$ cat config.mk
export PLATFORM = sky130hd
export DESIGN_NAME = wcc_ram
export DESIGN_NICKNAME = d
export VERILOG_FILES = /design/src/design/wcc_ram.sv
export SDC_FILE = /design/constraint.sdc
export NUM_CORES = 2
export LEC_CHECK = 0
export BUFFER_PORTS_ARGS = -buffer_cell sky130_fd_sc_hd__buf_2
export CORE_UTILIZATION = 45
export DETAILED_ROUTE_END_ITERATION = 8
export PLACE_DENSITY = 0.71
export SETUP_SLACK_MARGIN = 0.3
export SYNTH_ARGS = -nofsm -noshare
export SYNTH_HDL_FRONTEND = slang
export SYNTH_SLANG_ARGS = --single-unit
$ cat constraint.sdc
create_clock -name clk -period 8.1 [get_ports clk]
set_input_delay 0.81 -clock clk [delete_from_list [all_inputs] [get_ports clk]]
set_output_delay 0.81 -clock clk [all_outputs]
set_load 0.05 [all_outputs]
$ cat src/design/wcc_ram.sv
// Generic single-write, single-read RAM with registered read data.
// Depends on nothing.
`timescale 1ns / 1ps

module wcc_ram #(
	parameter int WIDTH = 63,
	parameter int DEPTH = 64
) (
	input  logic                     clk,
	input  logic                     we,
	input  logic [$clog2(DEPTH)-1:0] waddr,
	input  logic [WIDTH-1:0]         wdata,
	input  logic                     re,
	input  logic [$clog2(DEPTH)-1:0] raddr,
	output logic [WIDTH-1:0]         rdata
);

	logic [WIDTH-1:0] mem [DEPTH];

	always_ff @(posedge clk) begin
		if (we) begin
			mem[waddr] <= wdata;
		end
		if (re) begin
			rdata <= mem[raddr];
		end
	end

endmodule

==> reports/results.ini <==
[status]
status = complete, but fails checks
violations = design-rule violations, max-capacitance violations

[synthesis]
ys_warn_count = 0
synth.avg_cell_area_um2 = 23.48
yosysTopAreaCell = edfxtp_1
yosysTopAreaCellShare = 0.7988
synth_seq_area_share = 0.7988
yosys_most_used_dff = edfxtp_1
syn_area_um2 = 153900
ys_ff_latch = 4095
ys_async_sr_fraction = 0
yosysUniqueCellTypes = 33
synth_area_leaders = edfxtp_1 (80%), mux4_2 (14%), o22ai_1 (1.2%)
syn_inst = 6555
syn_nets = 6633
synth_edf_count = 4095

[pwr]
netSwitchingFraction = 0.2112
ir_drop_uv = 197.9
p_comb_frac = 0.047
leakage_nw = 52.92
power_density_nw_per_um2 = 250.0
seq_power_share = 0.546
clkPwrFrac = 0.407
switching_power_mw = 9.132
p_int_mw = 34.11

[placed_design]
post-place-ws_ns = 3.338
place.gp.congestion = 0.8088
io_buffers = 140
dpl.hpwl_um = 219900

[worst_setup_path]
startpoint_type = input pin
critical_path_class = input pin to flop
crit_arrival_ns = 4.78
path_cells = buf_8 -> buf_4 -> nor2b_2 -> nand2b_4 -> buf_4 -> o22ai_1 -> nor4_1 -> buf_4 -> o22a_1
cp_num_buf_inv = 4
reg2reg_slack_ns = 5.72
cp.required_ns = 8.85
cpMostUsedCell = buf_4
path_max_fanout = 62
slowest_stage = buf_4
crit_path_end_kind = flop
cpPeakStageDelay_ns = 0.81
cpLargestDelayFamily = buffers and inverters

[timing]
min_period_over_period = 0.4973
setup_tns_ns = 0
max_freq_mhz = 248.2
rsz0062_at_grt = false
drv_slew = 0
setup_viol = 0
layout_setup_ws_ns = 4.072
clock_skew_ns = 0.05432
finalHoldViolations = 0
min_period_ns = 4.028
worstMarginPinSlew_ns = 1.493
slew_headroom = 0.004705

[global_route]
grt_usage = 0.2335
grt_pass1_wl_um = 570800
grt_pass1_vias = 74970
grt_max_degree = 125
gr-total-overflow = 0
antenna_found_initial = 42

[detailed_routing]
drc = 16
top_layer = met5
wl_per_cell_um = 34.59
drt-met1-wl_um = 147300
via_per_inst = 6.410
finalWirelength_um = 406700
vias = 75370
dr_wl_met3_um = 50200
first_pass_iters = 9
postRouteAntennaNets = 0
wl_met2_um = 191900
first_iter_violations = 11260

[die]
core_area_um2 = 340100
boundaryPins = 141
die_area_um2 = 344400
start_util = 0.4527
num_rows = 214
die_y_um = 586.9
die_x_um = 586.9

[clock_tree]
numCtsBuffers = 393
holdBufCountCts = 0
cts.repair.resized = 0
h-tree-depth = 5
cts_buffer_depth = 4
clk_latency_ns = 0.92
cts_setup_buffers = 0
path_clk_slew_ns = 0.06
cts_tree = yes
root_buffer = clkbuf_16
cts.sinks = 4095

[flow_run]
maxCapViolations = 1

[finish]
multiInputGateArea_um2 = 29670
area_growth_pct = 12.36
fillers = 25740
regArea_um2 = 123000
drive_gt1_frac = 0.2645
fin_nets = 6978
final_util = 0.5086

[min_path]
hp-class = input pin to flop

[cells in the mapped netlist, drive strengths merged, types with 12 or more instances]
| master | n |
|---|---|
| nor3 | 55 |
| mux4 | 963 |
| nor2b | 87 |
| buf | 217 |
| o221ai | 63 |
| nor2 | 126 |
| clkbuf | 164 |
| a21oi | 14 |
| mux2i | 104 |
| nand2b | 12 |
| nand2 | 23 |
| a211oi | 103 |
| edfxtp | 4095 |
| o22ai | 299 |
| o22a | 53 |
| a22oi | 50 |
| nor4 | 53 |
| nand3 | 27 |
[logic make-up (layout without fill, tap and decap cells)]
| logic type | Yosys count | after routing | synth area share |
|---|---|---|---|
| muxes | 1067 | 1067 | 0.1477 |
| DFF | 4095 | 4095 | 0.7988 |
| buffers and inverters | 381 | 1027 | 0.01225 |
| other | 0 | 21 | 0 |
| AOI/OAI and AO/OA | 612 | 612 | 0.02805 |
| and+or+nand+nor | 400 | 400 | 0.01323 |
[layout make-up]
cell class              instances  share of cell area
diodes                         21           0.0003038
clock buffers                 479             0.05971
clock inverters               217             0.01062
multi-input cells            2079              0.1715
flip-flops and latches       4095              0.7110
well taps                    4536             0.03281
repair buffers                331             0.01405
[metal layers]
layer	up-vias	track usage
li1	29080	-
met1	40160	0.3195
met2	5267	0.3659
met3	838	0.05429
met4	24	0.09177
met5	-	0
[path summary, 6_finish.rpt]
check	cells past startpoint	to	start
hold / removal	1	rdata[46]	re
setup reg to reg	5	rdata[35]	mem[37][35]
setup / recovery	9	rdata[56]	raddr[2]
hold reg to reg	4	rdata[57]	mem[47][57]
[through the flow]
stage          power, mW  std cells  cell area (um^2)  hold WS (ns)
2_1_floorplan      25.18       6555            153900        0.7734
3_3_place_gp       26.02      11040            160700        0.8917
3_5_place_dp       26.08      11040            160700        0.9093
4_1_cts            43.35      11740            172900        0.5033
5_1_grt            44.22      11750            172900        0.5245
6_report           43.24      11760            173000        0.5266
[registers in the layout (all words and copies together), names as in the netlist]
register and count:
rdata 63, mem 4032
[power by group through the flow]
| stage | registers (mW) | logic, mW | clock network [mW] |
|---|---|---|---|
| final | 23.6 | 2.02 | 17.6 |
| after detailed placement | 24.1 | 2.01 | 0 |
| after global placement | 24.1 | 1.97 | 0 |
| after global routing | 23.6 | 2.11 | 18.5 |
| after floorplan | 24.1 | 1.08 | 0 |
| after CTS | 23.6 | 2.02 | 17.7 |
[cells in the final DEF (no fill, tap or decap), types with 27 or more instances in the layout]
master     count
mux4_2       963
clkinv_1      99
clkbuf_16    401
buf_4        175
nor4_1        51
o22a_1        53
a22oi_1       50
nor3_1        53
nor2_4        62
nand3_1       27
o22ai_1      299
nor2_1        62
a211oi_1     103
edfxtp_1    4095
clkinv_2      58
bufinv_16     27
mux2i_1      104
buf_2        133
nor2b_1       85
clkbuf_1      78
o221ai_1      63
Note: power is estimated with default switching activity, not from simulation.
